<file path="src/design/ksd_pkg.sv">
// Shared constants, types and the reciprocal table for the keyword score
// smoother and detector. No dependencies; imported by every module of the block.
`timescale 1ns / 1ps
`default_nettype none

package ksd_pkg;

  localparam int SMOOTH_WINDOW = 3;
  localparam int CLASS_CNT     = 11;
  localparam int REJECT_IDX    = 10;
  localparam int SCORE_W       = 8;
  localparam int CLASS_W       = 4;
  localparam int HOLD_W        = 8;

  localparam int HOPS_W = (SMOOTH_WINDOW > 2) ? $clog2(SMOOTH_WINDOW) : 1;
  localparam int HIST_D = (SMOOTH_WINDOW > 1) ? SMOOTH_WINDOW - 1 : 1;
  localparam int SUM_W  = SCORE_W + HOPS_W;

  localparam int RECIP_SH  = 14;
  localparam int RECIP_W   = RECIP_SH + 1;
  localparam int RECIP_ONE = 2 ** RECIP_SH;
  localparam int RECIP_1   = RECIP_ONE;
  localparam int RECIP_2   = (RECIP_ONE + 1) / 2;
  localparam int RECIP_3   = (RECIP_ONE + 2) / 3;
  localparam int RECIP_4   = (RECIP_ONE + 3) / 4;
  localparam int RECIP_5   = (RECIP_ONE + 4) / 5;
  localparam int RECIP_6   = (RECIP_ONE + 5) / 6;
  localparam int RECIP_7   = (RECIP_ONE + 6) / 7;
  localparam int RECIP_8   = (RECIP_ONE + 7) / 8;

  localparam int TREE_LV = $clog2(CLASS_CNT);
  localparam int TREE_N  = 2 ** TREE_LV;

  localparam int IN_W  = ((CLASS_CNT * SCORE_W + 7) / 8) * 8;
  localparam int OUT_FIELDS_W = 1 + CLASS_W + SCORE_W + 1;
  localparam int OUT_W = ((OUT_FIELDS_W + 7) / 8) * 8;

  localparam int CFG_IDX_W  = 1;
  localparam int CFG_DATA_W = 8;

  localparam logic signed [SCORE_W-1:0] THRESHOLD_RST = SCORE_W'(64);
  localparam logic [HOLD_W-1:0]         HOLD_OFF_RST  = HOLD_W'(5);

  typedef enum logic [CFG_IDX_W-1:0] {
    REG_THRESHOLD = 1'b0,
    REG_HOLD_OFF  = 1'b1
  } cfg_reg_t;

  typedef logic signed [SCORE_W-1:0] score_t;

  typedef struct packed {
    logic              take;
    logic [HOPS_W-1:0] hops;
    logic              div_en;
    logic [HOPS_W-1:0] div_hops;
  } lane_ctrl_t;

  typedef struct packed {
    logic [CLASS_W-1:0] idx;
    score_t             score;
  } cand_t;

  // Reciprocal of (hops + 1), rounded up, scaled by 2**RECIP_SH.
  function automatic logic [RECIP_W-1:0] recip(input logic [2:0] dm1);
    logic [RECIP_W-1:0] r;
    unique case (dm1)
      3'd0: r = RECIP_W'(RECIP_1);
      3'd1: r = RECIP_W'(RECIP_2);
      3'd2: r = RECIP_W'(RECIP_3);
      3'd3: r = RECIP_W'(RECIP_4);
      3'd4: r = RECIP_W'(RECIP_5);
      3'd5: r = RECIP_W'(RECIP_6);
      3'd6: r = RECIP_W'(RECIP_7);
      3'd7: r = RECIP_W'(RECIP_8);
      default: r = RECIP_W'(RECIP_1);
    endcase
    return r;
  endfunction

endpackage

`default_nettype wire

</file>
<file path="src/design/ksd_lane.sv">
// One class lane: score history, windowed sum and the truncating divide.
// Depends on ksd_pkg.
`timescale 1ns / 1ps
`default_nettype none

module ksd_lane import ksd_pkg::*; (
  input  wire logic       clk,
  input  wire score_t     score,
  input  wire lane_ctrl_t ctrl,
  output score_t          avg
);

  score_t                   hist [0:HIST_D-1];
  logic signed [SUM_W-1:0]  sum;
  logic signed [SUM_W-1:0]  sum_next;
  logic [SUM_W-1:0]         mag;
  logic [SUM_W+RECIP_W-1:0] prod;
  logic [SCORE_W:0]         quo;
  logic [SCORE_W:0]         quo_signed;
  score_t                   avg_next;

  always_comb begin
    sum_next = SUM_W'(score);
    for (int w = 0; w < HIST_D; w++) begin
      if (w < int'(ctrl.hops)) begin
        sum_next = sum_next + SUM_W'(hist[w]);
      end
    end
  end

  always_comb begin
    mag        = sum[SUM_W-1] ? SUM_W'(-sum) : SUM_W'(sum);
    prod       = (SUM_W+RECIP_W)'(mag) * (SUM_W+RECIP_W)'(recip(3'(ctrl.div_hops)));
    quo        = prod[RECIP_SH +: SCORE_W+1];
    quo_signed = sum[SUM_W-1] ? (SCORE_W+1)'(-quo) : quo;
    avg_next   = score_t'(quo_signed[SCORE_W-1:0]);
  end

  always_ff @(posedge clk) begin
    if (ctrl.take) begin
      hist[0] <= score;
      for (int w = 1; w < HIST_D; w++) begin
        hist[w] <= hist[w-1];
      end
      sum <= sum_next;
    end
    if (ctrl.div_en) begin
      avg <= avg_next;
    end
  end

endmodule

`default_nettype wire

</file>
<file path="config.mk">
export PLATFORM = sky130hd
export DESIGN_NAME = ksd_lane
export DESIGN_NICKNAME = d
export VERILOG_FILES = /design/src/design/ksd_pkg.sv /design/src/design/ksd_lane.sv
export SDC_FILE = /design/constraint.sdc
export NUM_CORES = 1
export LEC_CHECK = 0
export BUFFER_PORTS_ARGS = -buffer_cell sky130_fd_sc_hd__buf_4
export CORE_ASPECT_RATIO = 0.7
export CORE_UTILIZATION = 60
export DETAILED_ROUTE_END_ITERATION = 10
export GPL_TIMING_DRIVEN = 0
export PLACE_DENSITY_LB_ADDON = 0.25
export SYNTH_ARGS = -nofsm -noshare
export SYNTH_HDL_FRONTEND = slang
export SYNTH_SLANG_ARGS = --single-unit
</file>
<file path="constraint.sdc">
create_clock -name clk -period 16.4 [get_ports clk]
set_clock_uncertainty 0.2 [all_clocks]
set_input_delay 4.92 -clock clk [delete_from_list [all_inputs] [get_ports clk]]
set_output_delay 4.92 -clock clk [all_outputs]
set_load 0.01 [all_outputs]
</file>
### Word level (Yosys, flattened, before mapping)

Memories as Yosys holds them, arrays and structs flattened.
Index checks and enable logic that the tools add are counted.
Widths: inputs -> output; s select.

* add/sub/neg operators: 4
* multiply operators: 1
* divide/modulo/power cells: 0
* magnitude comparators: 2
* equality and inequality tests: 3
* shift operators: 0
* mux-type cells: 7
* bitwise logic cells: 0
* reductions and logical operators: 1

Operator list (number)
* $pmux 15 s4: 1
* $mux 10: 3
* $mul 10x15->22: 1
* $add 10x8->10: 1
* $neg 10->10: 1
* $add 8x8->9: 1
* $mux 8: 1
* $neg 8->8: 1
* $eq 2x2->1 const B: 2
* $lt 1x2->1 const A: 2
* $eq 2x1->1 const B: 1
* $logic_not 2->1: 1
* $mux 1: 2

* flip-flop bits (word level): 18
* bits in latches: 0
* memory bits (writable): 16
* ROM bits: 0
* input port bits: 15
* output and inout port bits: 8
* memories kept: 1

Memories
* hist: depth 2, bits a word 8, rd ports 2, clocked after Yosys merged registers in 0, write ports 2, RTL line ksd_lane.sv:13 `score_t hist [0:HIST_D-1];`

### Longest topological paths before layout

Gate-level depths: netlist of run 1.

* word-level depth: 5
* mapped depth: 27
* gate-level depth less buffers: 27

### Worst setup path after synthesis of run 1

Ideal clock, no wire load.

* kind: input-to-reg
* start: input ctrl[0] (netlist name)
* end: register avg[7], data pin
* arrival: 10.398 ns
* setup slack: 5.542 ns
* stages on the path: 21
* cell sequence: buf_4 nand2b_2 clkbuf_1 nor2_1 ha_1 inv_1 fa_1 inv_1 fa_1 fa_1 fa_1 ha_1 a211oi_1 o21ai_0 o22a_1 o311ai_0 nand2_1 nor4b_4 mux2i_1 nand3_1 xnor2_1

* longest elaborated chain between the ends: 5
* elaborated cells between the ends (all ways): 8

RTL lines
* from (decl): RTL line ksd_lane.sv:9 `input wire lane_ctrl_t ctrl,`
* $eq 2x2->1, or another cell as far along: RTL line ksd_pkg.sv:66 `unique case (dm1)`
* $pmux 15 s4 (*): RTL line ksd_pkg.sv:66
* $mul 10x15->22 (*): RTL line ksd_lane.sv:33 `prod = (SUM_W+RECIP_W)'(mag) * (SUM_W+RECIP_W)'(recip(3'(ctrl.div_hops)));`
* $neg 8->8: RTL line ksd_lane.sv:35 `quo_signed = sum[SUM_W-1] ? (SCORE_W+1)'(-quo) : quo;`
* $mux 8 (*): RTL line ksd_lane.sv:35
* net quo_signed[7]: RTL line ksd_lane.sv:19 `logic [SCORE_W:0] quo_signed;`
* to (signal assigned): RTL line ksd_lane.sv:48 `avg <= avg_next;`
* to (decl): RTL line ksd_lane.sv:10 `output score_t avg`

Mark *: on every way through the listed nets, which the timed path passes. The rest lies on a longest branch. The select of a mux whose other input is x is not followed.
A chain may end at the register's enable or synchronous reset.

### Worst setup path in the final report of run 1

Same ends and word-level chain as after synthesis.

==> key figures, run 1 <==
Worst setup path
  • CP Capture Type: register
  • Reg2reg setup slack: roughly 8.4 ns
  • Setup CP Type: input pin to register
  • Crit path DAT: approximately 11 ns
  • Critical Path Start Type: input pin
  • Req. time, crit path: ~16 ns
  • Max FO, Critical Path: 10

Timing
  • RSZ-0062 raised after global routing: no
  • Final Cycle Share: 0.7065
  • F_max: approximately 86 MHz
  • Pins Over Slew Limit: 0
  • Final WS setup: ~4.8 ns
  • Setup TNS: 0 ns
  • Fin crit period: ~12 ns
  • Hold_ws: about 0.26 ns
  • Slew HR: 0.4695
  • Final setup viols: 0
  • Final Hold Fails: 0
  • Worst-Margin Slew: 0.7858 ns

Die
  • FP Rows: 27
  • Die ar.: ~0.0086 sq mm
  • Initial Util: 0.6241
  • Core area: a little under 0.008 sq mm
  • IO Count: 23
  • Die H: a little under 80 microns
  • Chip Width: approximately 110 microns

Detailed routing
  • Wire length per cell: 16.63 microns
  • DR vias/cell: 5.838
  • Final antenna-violating net count: 0
  • Final WL: roughly 11 mm
  • Vias: 3701
  • Initial DRC Count: between 150 and 200
  • DRC viols: 0
  • Pre-antenna DRT Iters: 5

Synthesis
  • Count leader, synth: ha_1
  • Asr flop ratio synth: 0
  • Post-synth top area share: 0.2069
  • Syn Inst Count: 503
  • FF+latch count, synth: 34
  • Most common library cells after synthesis: ha_1, inv_1, fa_1
  • EDFF count, synth: 34
  • Synth Area per Inst: ~9.8 sq um
  • Sequential fraction of the synthesis area: 0.2069
  • Unique masters post-synth: 58
  • Cell Area, Synth: 0.004933 sq mm
  • Top cell type by total area after synthesis: edfxtp_1
  • Ys flop type: edfxtp_1
  • Synth top area cells: edfxtp_1, ha_1, fa_1, inv_1, xnor2_1
  • YS warnings: 0

Cells and area
  • Layout Nets: 669
  • Fillers: 619
  • ANT cells: 0
  • Area Overhead vs Synth: 9.054%
  • Share of layout cells above drive strength 1: 0.1069
  • Fin util: 0.6806

Clock network
  • Worst-path clk slew: about 0.06 ns
  • Hold_buf cts: 0
  • CTS max path bufs: 2
  • Post-CTS setup buffer count: 0
  • Clk_lat worst skew: 0.28 ns
  • CTS Root Cell: clkbuf_16
  • Number of clock sinks: 34
  • CTS tree: built
  • CTS resizes: 0
  • CTS buffer count: 5
  • H-tree levels: 2

Place
  • Place WS: around 4.6 ns
  • Final HPWL from detailed placement: between 8 and 9 mm
  • Routability cong.: slightly below 0.9
  • Buffers on Ports: 20

GRT
  • Initial antenna violation count: 0
  • Congestion Overflow GR: 0
  • Gr usage total: 0.2776
  • Vias in the first global route: around 3800
  • Largest net degree at the start of global routing: 27
  • First-pass GRT wire length: around 18 mm

Run
  • Max Cap Viol: 0

Power and ir drop
  • Power, Total: approximately 0.00095 W
  • Max VDD drop: about 0.00015 V
  • Power density over cell area: around 180 mW/mm^2
  • Leak Pwr: ~2.6 nW

Worst hold path
  • Min-delay worst type: register to register

Run status
  • Status: completed
-- metal layers --
metal | GRT usage | wire length [microns] | up-vias
met2 | 0.4211 | 4577 | 121
met5 | 0 | 0 | -
met4 | 0.04211 | 116 | 0
li1 | - | - | 1777
met1 | 0.4174 | 5121 | 1788
met3 | 0.05126 | 728 | 15
-- worst paths after layout --
check | from | end | depth (start not counted)
worst max-delay path | ctrl[0] | avg[7] | 21
worst min-delay path | hist[0][5] | hist[0][13] | 0
worst max register to register | sum[0] | avg[7] | 24
worst min register to register | hist[0][5] | hist[0][13] | 0
-- area by class of cell --
type | instances | area [sq um] | area share
repair buffers | 20 | 150.1 | 0.02791
inverters | 78 | 292.8 | 0.05442
clock buffers | 7 | 132.6 | 0.02465
plain buffers | 11 | 46.29 | 0.008605
flip-flops and latches | 34 | 1021 | 0.1898
clock inverters | 1 | 30.03 | 0.005581
well taps | 101 | 126.4 | 0.02349
multi-input cells | 382 | 3581 | 0.6656
-- metrics by stage --
stage	cell area, sq um	instances
floorplan	4941	505
global placement	5218	626
detailed placement	5218	626
CTS	5380	634
global route	5380	634
finish	5380	634
-- kinds of logic (layout without fill, tap and decap cells) --
logic type / after synthesis / count (layout) / synth area share
xor+xnor: 37 / 37 / 0.06569
simple gates: 118 / 118 / 0.1260
other cells: 1 / 3 / 0.0007601
buf+inv: 89 / 117 / 0.06873
compound gates: 87 / 87 / 0.1217
flops: 34 / 34 / 0.2069
mux: 15 / 15 / 0.03373
fa+ha+maj: 122 / 122 / 0.3764
-- critical path, cell delays in order --
cell,delay [ns]
buf_4,0.15
nand2b_2,0.14
clkbuf_1,0.35
nor2_1,0.19
ha_1,0.35
inv_1,0.09
fa_1,0.56
inv_1,0.08
fa_1,0.50
fa_1,0.53
fa_1,0.53
ha_1,0.41
a211oi_1,0.37
o21ai_0,0.20
o22a_1,0.29
o311ai_0,0.68
nand2_1,0.20
nor4b_4,0.34
mux2i_1,0.22
nand3_1,0.12
xnor2_1,0.16
-- cell usage in the layout, fill, tap and decap left out, types with 3 or more instances in the layout --
cell type   n
a21o_1     12
ha_1       78
conb_1      3
nor3_1      8
and3_1      4
clkbuf_1   11
edfxtp_1   34
buf_4      21
o21ai_0    15
and2_1      4
inv_1      77
nor2_1     38
mux2_2     13
nand2_1    22
nor2b_1    10
a31oi_1     5
a311o_1     3
o21bai_1    7
xnor2_1    27
a211oi_1    3
o211ai_1    4
fa_1       44
or2_2       5
nand2b_1    5
nand3_1     6
clkbuf_16   5
a21oi_1    23
xor2_1     10
-- state kept, by name (all words and copies together) (netlist names) --
register / count
hist: 16
sum: 10
avg: 8
-- power by group --
part	internal [W]	leakage (nW)	total [W]	switching, W
clock network	0.0000718	0.0781	0.000106	0.0000341
logic	0.000292	2.20	0.000697	0.000405
registers	0.000135	0.333	0.000146	0.0000110
Note: power is estimated with default switching activity, not from simulation.
==> run 2, diff against run 1 <==
ABC_AREA = 1   (was not set)
CORE_UTILIZATION = 58   (was 60)
clock period = 10 ns   (was 16.4 ns; I/O delays follow)
==> run 2 against run 1 <==
- utilization is 2.6 points lower
- clock-buffer cell count down 2
- clock power rose by 69%
- final cell count rose by 24%
==> key figures, run 2 <==
Synthesis
  • Synth top area cells: edfxtp_1, ha_1, fa_1, inv_1, nand2_1
  • Cell Area, Synth: 0.005067 sq mm (+2.7%)
  • Sequential fraction of the synthesis area: 0.2015 (-0.005468)
  • Unique masters post-synth: 36 (-38%)
  • Synth Area per Inst: 8.018 sq um (-18%)
  • YS warnings: 0 (unchanged)
  • Most common library cells after synthesis: inv_1, nand2_1, ha_1
  • Post-synth top area share: 0.2015 (-0.005468)
  • Count leader, synth: inv_1
  • Syn Inst Count: 632 (+26%)
  • Asr flop ratio synth: 0 (unchanged)
  • Top cell type by total area after synthesis: edfxtp_1
  • EDFF count, synth: 34 (unchanged)
  • FF+latch count, synth: 34 (unchanged)
  • Ys flop type: edfxtp_1

Timing
  • Final WS setup: 1.689 ns (-3.123 ns)
  • F_max: 120.3 MHz
  • Setup TNS: 0 ns (unchanged)
  • Final Cycle Share: 0.8311
  • Pins Over Slew Limit: 0 (unchanged)
  • RSZ-0062 raised after global routing: no
  • Final Hold Fails: 0 (unchanged)
  • Final setup viols: 0 (unchanged)
  • Worst-Margin Slew: 0.5098 ns (-0.2760 ns)
  • Fin crit period: 8.311 ns
  • Slew HR: 0.6601 (+0.1906)

Worst setup path
  • CP Capture Type: register
  • Reg2reg setup slack: 2.95 ns (-5.44 ns)
  • CP max stage cell: fa_1
  • Critical path endpoint: avg[7]
  • Largest stage delay, worst path: 0.55 ns (-0.13 ns)
  • R2r worst-path depth: 33 (+38%)
  • R2R Path Start: sum[0]
  • Critical Path Start Type: input pin
  • Req. time, crit path: 9.85 ns (-6.35 ns)
  • Setup CP Type: input pin to register
  • Crit path DAT: 8.16 ns (-3.23 ns)
  • Max FO, Critical Path: 8 (-2)
  • Reg2reg end: avg[7]
  • Crit-path most repeated cell: nand2_1
  • Crit path from: ctrl[1]

Run
  • Max Cap Viol: 0 (unchanged)

GRT
  • Met3 capacity usage during global routing: 0.03925 (-0.01202)
  • Vias in the first global route: 3872 (+2.3%)
  • Largest net degree at the start of global routing: 27 (unchanged)
  • GRT met2 Usage: 0.3744 (-0.04673)
  • GRT met1 Usage: 0.4366 (+0.01920)
  • Initial antenna violation count: 0 (unchanged)
  • First-pass GRT wire length: 18.82 mm (+3.1%)
  • GR peak layer: met1
  • Congestion Overflow GR: 0 (unchanged)
  • Gr usage total: 0.2675 (-0.01007)

Detailed routing
  • Wire length per cell: 14.32 microns (-14%)
  • Final WL: 11.22 mm (+6.4%)
  • Pre-antenna DRT Iters: 7 (+2)
  • Vias: 4142 (+12%)
  • Initial DRC Count: 236 (+26%)
  • DR vias/cell: 5.290 (-9.4%)
  • Final antenna-violating net count: 0 (unchanged)
  • DRC viols: 0 (unchanged)

Place
  • Buffers on Ports: 21 (+5.0%)
  • Final HPWL from detailed placement: 9.624 mm (+9.2%)
  • Routability cong.: 0.9579 (+8.5%)
  • Dpl cells: 775 (+24%)
  • Place WS: 1.483 ns (-3.140 ns)

Cells and area
  • Largest registers: hist: 16 flops, sum: 10 flops, avg: 8 flops
  • ANT cells: 0 (unchanged)
  • Fin util: 0.6550 (-0.02564)
  • Share of layout cells above drive strength 1: 0.08446 (-0.02248)
  • Commonest non-fill, non-tap cell in the layout: inv_1
  • Number of flip-flops in the largest register: 16 (unchanged)
  • Layout Nets: 799 (+19%)
  • Fin cells: 783 (+24%)
  • Most frequent cells in the layout: inv_1, nand2_1, ha_1, nor2_1, fa_1
  • Area Overhead vs Synth: 9.580%
  • Most flops, register: hist
  • Fillers: 724 (+17%)

Clock network
  • CTS Root Cell: clkbuf_16
  • CTS tree: built
  • CTS buffer count: 5 (unchanged)
  • CTS resizes: 0 (unchanged)
  • H-tree levels: 2 (unchanged)
  • Clk_lat worst skew: 0.28 ns (about the same)
  • Hold_buf cts: 0 (unchanged)
  • Number of clock sinks: 34 (unchanged)
  • CTS max path bufs: 2 (unchanged)
  • Worst-path clk slew: 0.06 ns (about the same)
  • Post-CTS setup buffer count: 0 (unchanged)

Die
  • IO Count: 23 (unchanged)
  • Initial Util: 0.5977 (-0.02639)
  • Core area: 0.008478 sq mm (+7.2%)
  • Die H: 80.21 microns (+3.0%)
  • FP Rows: 28 (+3.7%)
  • Chip Width: 113.7 microns (+3.0%)
  • Die ar.: 0.009121 sq mm (+6.1%)

Power and ir drop
  • Flop pwr share: 0.179 (+0.025)
  • Switch share: 0.4869 (+0.01255)
  • Internal: 0.0006437 W (+29%)
  • Max VDD drop: 0.0002264 V (+55%)
  • P_sw: 0.0006109 W (+36%)
  • Power density over cell area: 225.9 mW/mm^2 (+28%)
  • Clk pwr share: 0.143 (+0.032)
  • Power, Total: 0.001255 W (+32%)
  • Leak Pwr: 2.994 nW (+15%)
  • Comb pwr share: 0.678 (-0.057)

Run status
  • Status: completed

Worst hold path
  • Min-delay worst type: register to register
-- run 2: cell count changes after synthesis, moves of 6 or more --
cell,change
mux2_2,-13
nor2_1,+32
o21ai_0,+14
nand2_4,+8
nand2_1,+101
inv_1,+51
a21o_1,-10
xnor2_1,-22
clkbuf_1,-6
nand3_1,+14
nor2b_1,-10
-- run 2: power by group through the flow --
stage	Clock (W)	Combinational [W]	Sequential, W
3_5_place_dp	0	0.000834	0.000226
2_1_floorplan	0	0.000617	0.000232
6_report	0.000179	0.000851	0.000224
3_3_place_gp	0	0.000811	0.000228
5_1_grt	0.000188	0.000968	0.000227
4_1_cts	0.000180	0.000844	0.000225
-- run 2: logic make-up after synthesis --
kind of cell,after synthesis,synth area share
XOR/XNOR,20,0.03457
AND/OR/NAND/NOR,250,0.2217
buffers and inverters,137,0.1027
adder cells (fa/ha/maj),122,0.3664
AO/OA/AOI/OAI,68,0.07234
other,1,0.0007400
flip-flops,34,0.2015
-- run 2: how the worst min path moves through the flow --
stage,to,slack (ns),start,depth (start not counted)
2_1_floorplan,hist[0][10],0.23,hist[0][2],0
3_3_place_gp,hist[0][13],0.24,hist[0][5],0
3_5_place_dp,hist[0][13],0.24,hist[0][5],0
4_1_cts,hist[0][13],0.25,hist[0][5],0
5_1_grt,hist[0][15],0.27,hist[0][7],0
6_report,hist[0][13],0.25,hist[0][5],0
-- run 2: per-layer routing --
layer | share of wire | wire length [microns]
met2 | 0.39 | 4370
met1 | 0.54 | 6019
met5 | 0 | 0
met3 | 0.070 | 786
met4 | 0.0035 | 39
-- run 2: stage by stage --
step / hold slack, ns / cell area (sq um)
detailed placement: 0.2391 / 5383
global placement: 0.2384 / 5383
finish: 0.2507 / 5553
CTS: 0.2525 / 5553
global route: 0.2707 / 5553
floorplan: 0.2307 / 5075
-- run 2: worst max-delay path: cells and delay by family --
kind	cells	cell delay (ns)
buf+inv	6	0.61
simple gates	17	1.83
fa+ha+maj	6	2.71
-- run 2: layout make-up --
type                    count  area (sq um)  share of cell area
clock inverters             3         45.04            0.008112
well taps                 120         150.1             0.02704
clock buffers               5         125.1             0.02253
multi-input cells         463          3533              0.6363
flip-flops and latches     34          1021              0.1839
plain buffers               4         18.77            0.003380
inverters                 133         501.7             0.09036
repair buffers             21         157.7             0.02839
==> run 3, diff against run 2 <==
CORE_UTILIZATION = 60   (was 58)
clock period = 8.4 ns   (was 10 ns; I/O delays follow)
==> run 3 against run 2 <==
- power up 16%
- critical path depth shrank 7
- sequential power rose by 20%
- global-route usage up 1.8 points
==> key figures, run 3 (synthesis gave the netlist of run 2 again) <==
Power and ir drop
  • P_sw: 0.0007206 W (+18%)
  • Power, Total: 0.001457 W (+16%)
  • Switch share: 0.4947 (+0.007768)
  • Power density over cell area: 264.8 mW/mm^2 (+17%)
  • Comb pwr share: 0.694 (+0.016)
  • Leak Pwr: 2.985 nW (-0.29%)
  • Internal: 0.0007361 W (+14%)
  • Max VDD drop: 0.0002637 V (+17%)
  • Flop pwr share: 0.185 (+0.006)
  • Clk pwr share: 0.121 (-0.022)

Detailed routing
  • Metal-1 WL: 5.838 mm (-3.0%)
  • DR top layer: met4
  • Metal3 WL: 851 microns (+8.3%)
  • Final WL: 11.39 mm (+1.6%)
  • Final antenna-violating net count: 0 (unchanged)
  • Vias: 4150 (+0.19%)
  • Wire length per cell: 14.91 microns (+4.1%)
  • Pre-antenna DRT Iters: 5 (-2)
  • Initial DRC Count: 308 (+31%)
  • DR vias/cell: 5.432 (+2.7%)
  • DRC viols: 0 (unchanged)
  • Wire length on met2: 4.649 mm (+6.4%)

Worst hold path
  • Hold endpoint: hist[0][14]
  • Min-delay worst type: register to register
  • Hold depth: 0 (unchanged)
  • Hold path startpoint: hist[0][6]

Cells and area
  • Commonest non-fill, non-tap cell in the layout: inv_1
  • Design area: 0.005500 sq mm (-0.95%)
  • Largest registers: hist: 16 flops, sum: 10 flops, avg: 8 flops
  • Share of layout cells above drive strength 1: 0.08296 (-0.001508)
  • Most frequent cells in the layout: inv_1, nand2_1, ha_1, nor2_1, fa_1
  • ANT cells: 0 (unchanged)
  • Layout Nets: 799 (unchanged)
  • Number of flip-flops in the largest register: 16 (unchanged)
  • Fin cells: 764 (-2.4%)
  • Most flops, register: hist
  • Area Overhead vs Synth: 8.543%

GRT
  • Congestion Overflow GR: 0 (unchanged)
  • Vias in the first global route: 4117 (+6.3%)
  • Initial antenna violation count: 0 (unchanged)
  • Largest net degree at the start of global routing: 27 (unchanged)
  • First-pass GRT wire length: 19.51 mm (+3.7%)
  • Gr usage total: 0.2854 (+0.01786)

Worst setup path
  • CP max stage cell: fa_1
  • Largest stage delay, worst path: 0.55 ns (about the same)
  • Max FO, Critical Path: 8 (unchanged)
  • Crit-path most repeated cell: fa_1
  • CP Capture Type: register
  • CP bufs+invs: 5 (-1)
  • Critical Path Start Type: input pin
  • Delay-heaviest family, CP: adder cells
  • R2r worst-path depth: 26 (-21%)
  • Reg2reg setup slack: 1.53 ns (-1.42 ns)
  • Reg2reg end: avg[4]
  • Req. time, crit path: 8.22 ns (-1.63 ns)
  • Setup CP Type: input pin to register
  • R2R Path Start: sum[0]
  • Crit path from: ctrl[1]
  • Crit path DAT: 7.64 ns (-0.52 ns)
  • Worst-path cell chain: buf_4 -> inv_4 -> nor2_2 -> inv_2 -> nor2_1 -> ha_1 -> inv_1 -> fa_1 -> fa_1 -> inv_1 -> fa_1 -> fa_1 -> ha_1 -> a21oi_1 -> o21ai_0 -> nor2_1 -> nand3_1 -> and2_1 -> ha_1 -> nand2_1 -> nand2_1 -> xor2_1

Timing
  • Worst-Margin Slew: 0.5068 ns (-0.003030 ns)
  • Final Cycle Share: 0.9306
  • Setup TNS: 0 ns (unchanged)
  • Slew HR: 0.6621 (+0.002020)
  • RSZ-0062 raised after global routing: no
  • Final setup viols: 0 (unchanged)
  • F_max: 127.9 MHz
  • Fin crit period: about 7.8 ns
  • Pins Over Slew Limit: 0 (unchanged)
  • Final Hold Fails: 0 (unchanged)

Clock network
  • Worst-path clk slew: 0.05 ns (about the same)
  • CTS buffer count: 5 (unchanged)
  • Post-CTS setup buffer count: 0 (unchanged)
  • CTS Root Cell: clkbuf_16
  • CTS tree: built
  • Clk_lat worst skew: 0.28 ns (about the same)
  • CTS resizes: 0 (unchanged)
  • Number of clock sinks: 34 (unchanged)
  • H-tree levels: 2 (unchanged)
  • CTS max path bufs: 2 (unchanged)
  • Hold_buf cts: 0 (unchanged)

Die
  • Initial Util: 0.6329 (+0.03521)
  • Die H: 78.89 microns (-1.6%)
  • IO Count: 23 (unchanged)
  • Chip Width: 111.8 microns (-1.7%)
  • Die ar.: 0.008823 sq mm (-3.3%)
  • Core area: 0.008006 sq mm (-5.6%)
  • FP Rows: 27 (-3.6%)

Place
  • Post-DP Area: 0.005359 sq mm (-0.44%)
  • Routability cong.: 0.9867 (+3.0%)
  • Final HPWL from detailed placement: 9.876 mm (+2.6%)
  • Buffers on Ports: 21 (unchanged)
  • Dpl cells: 756 (-2.5%)

Run
  • Max Cap Viol: 0 (unchanged)

Run status
  • Status: completed
-- run 3: cell types whose count changed in the layout (fill, tap and decap cells not counted) --
cell        previous run  this run
clkinvlp_4             2         1
bufinv_16              1         0
clkinv_1               0         1
clkinv_2               0         1
-- run 3: final cells by class --
type / count / area [sq um]
timing repair buffer: 21 / 157.7
multi-input combinational: 463 / 3533
inverter: 133 / 501.7
fill: 660 / 2506
clock inverter: 3 / 16.27
tap: 101 / 126.4
clock buffer: 5 / 125.1
buffer: 4 / 18.77
sequential: 34 / 1021
-- run 3: how the worst max path moves through the flow --
stage | endpoint | slack (ns) | cells past startpoint
6_report | avg[4] | 0.58 | 22
2_1_floorplan | avg[7] | 0.95 | 29
3_3_place_gp | avg[4] | 0.42 | 22
4_1_cts | avg[4] | 0.62 | 22
3_5_place_dp | avg[7] | 0.35 | 27
5_1_grt | avg[4] | 0.24 | 22
-- run 3: per-layer routing --
| layer | global-route usage | vias to the layer above |
|---|---|---|
| met2 | 0.4280 | 119 |
| met1 | 0.4238 | 1965 |
| met5 | 0 | - |
| li1 | - | 2057 |
| met3 | 0.07176 | 9 |
| met4 | 0.03784 | 0 |
-- run 3: through the flow --
step                hold WS [ns]  setup slack [ns]    util
global route              0.2592            0.2432  0.6870
floorplan                 0.2307            0.9488       -
CTS                       0.2577            0.6184  0.6870
finish                    0.2569            0.5834  0.6870
detailed placement        0.2446            0.3464  0.6693
global placement          0.2399            0.4187  0.6693
-- run 3: power groups by stage --
stage | combinational (W) | clock (W) | sequential, W
6_report | 0.00101 | 0.000177 | 0.000269
5_1_grt | 0.00115 | 0.000186 | 0.000272
4_1_cts | 0.00101 | 0.000179 | 0.000269
3_5_place_dp | 0.00100 | 0 | 0.000271
3_3_place_gp | 0.000958 | 0 | 0.000271
2_1_floorplan | 0.000734 | 0 | 0.000276
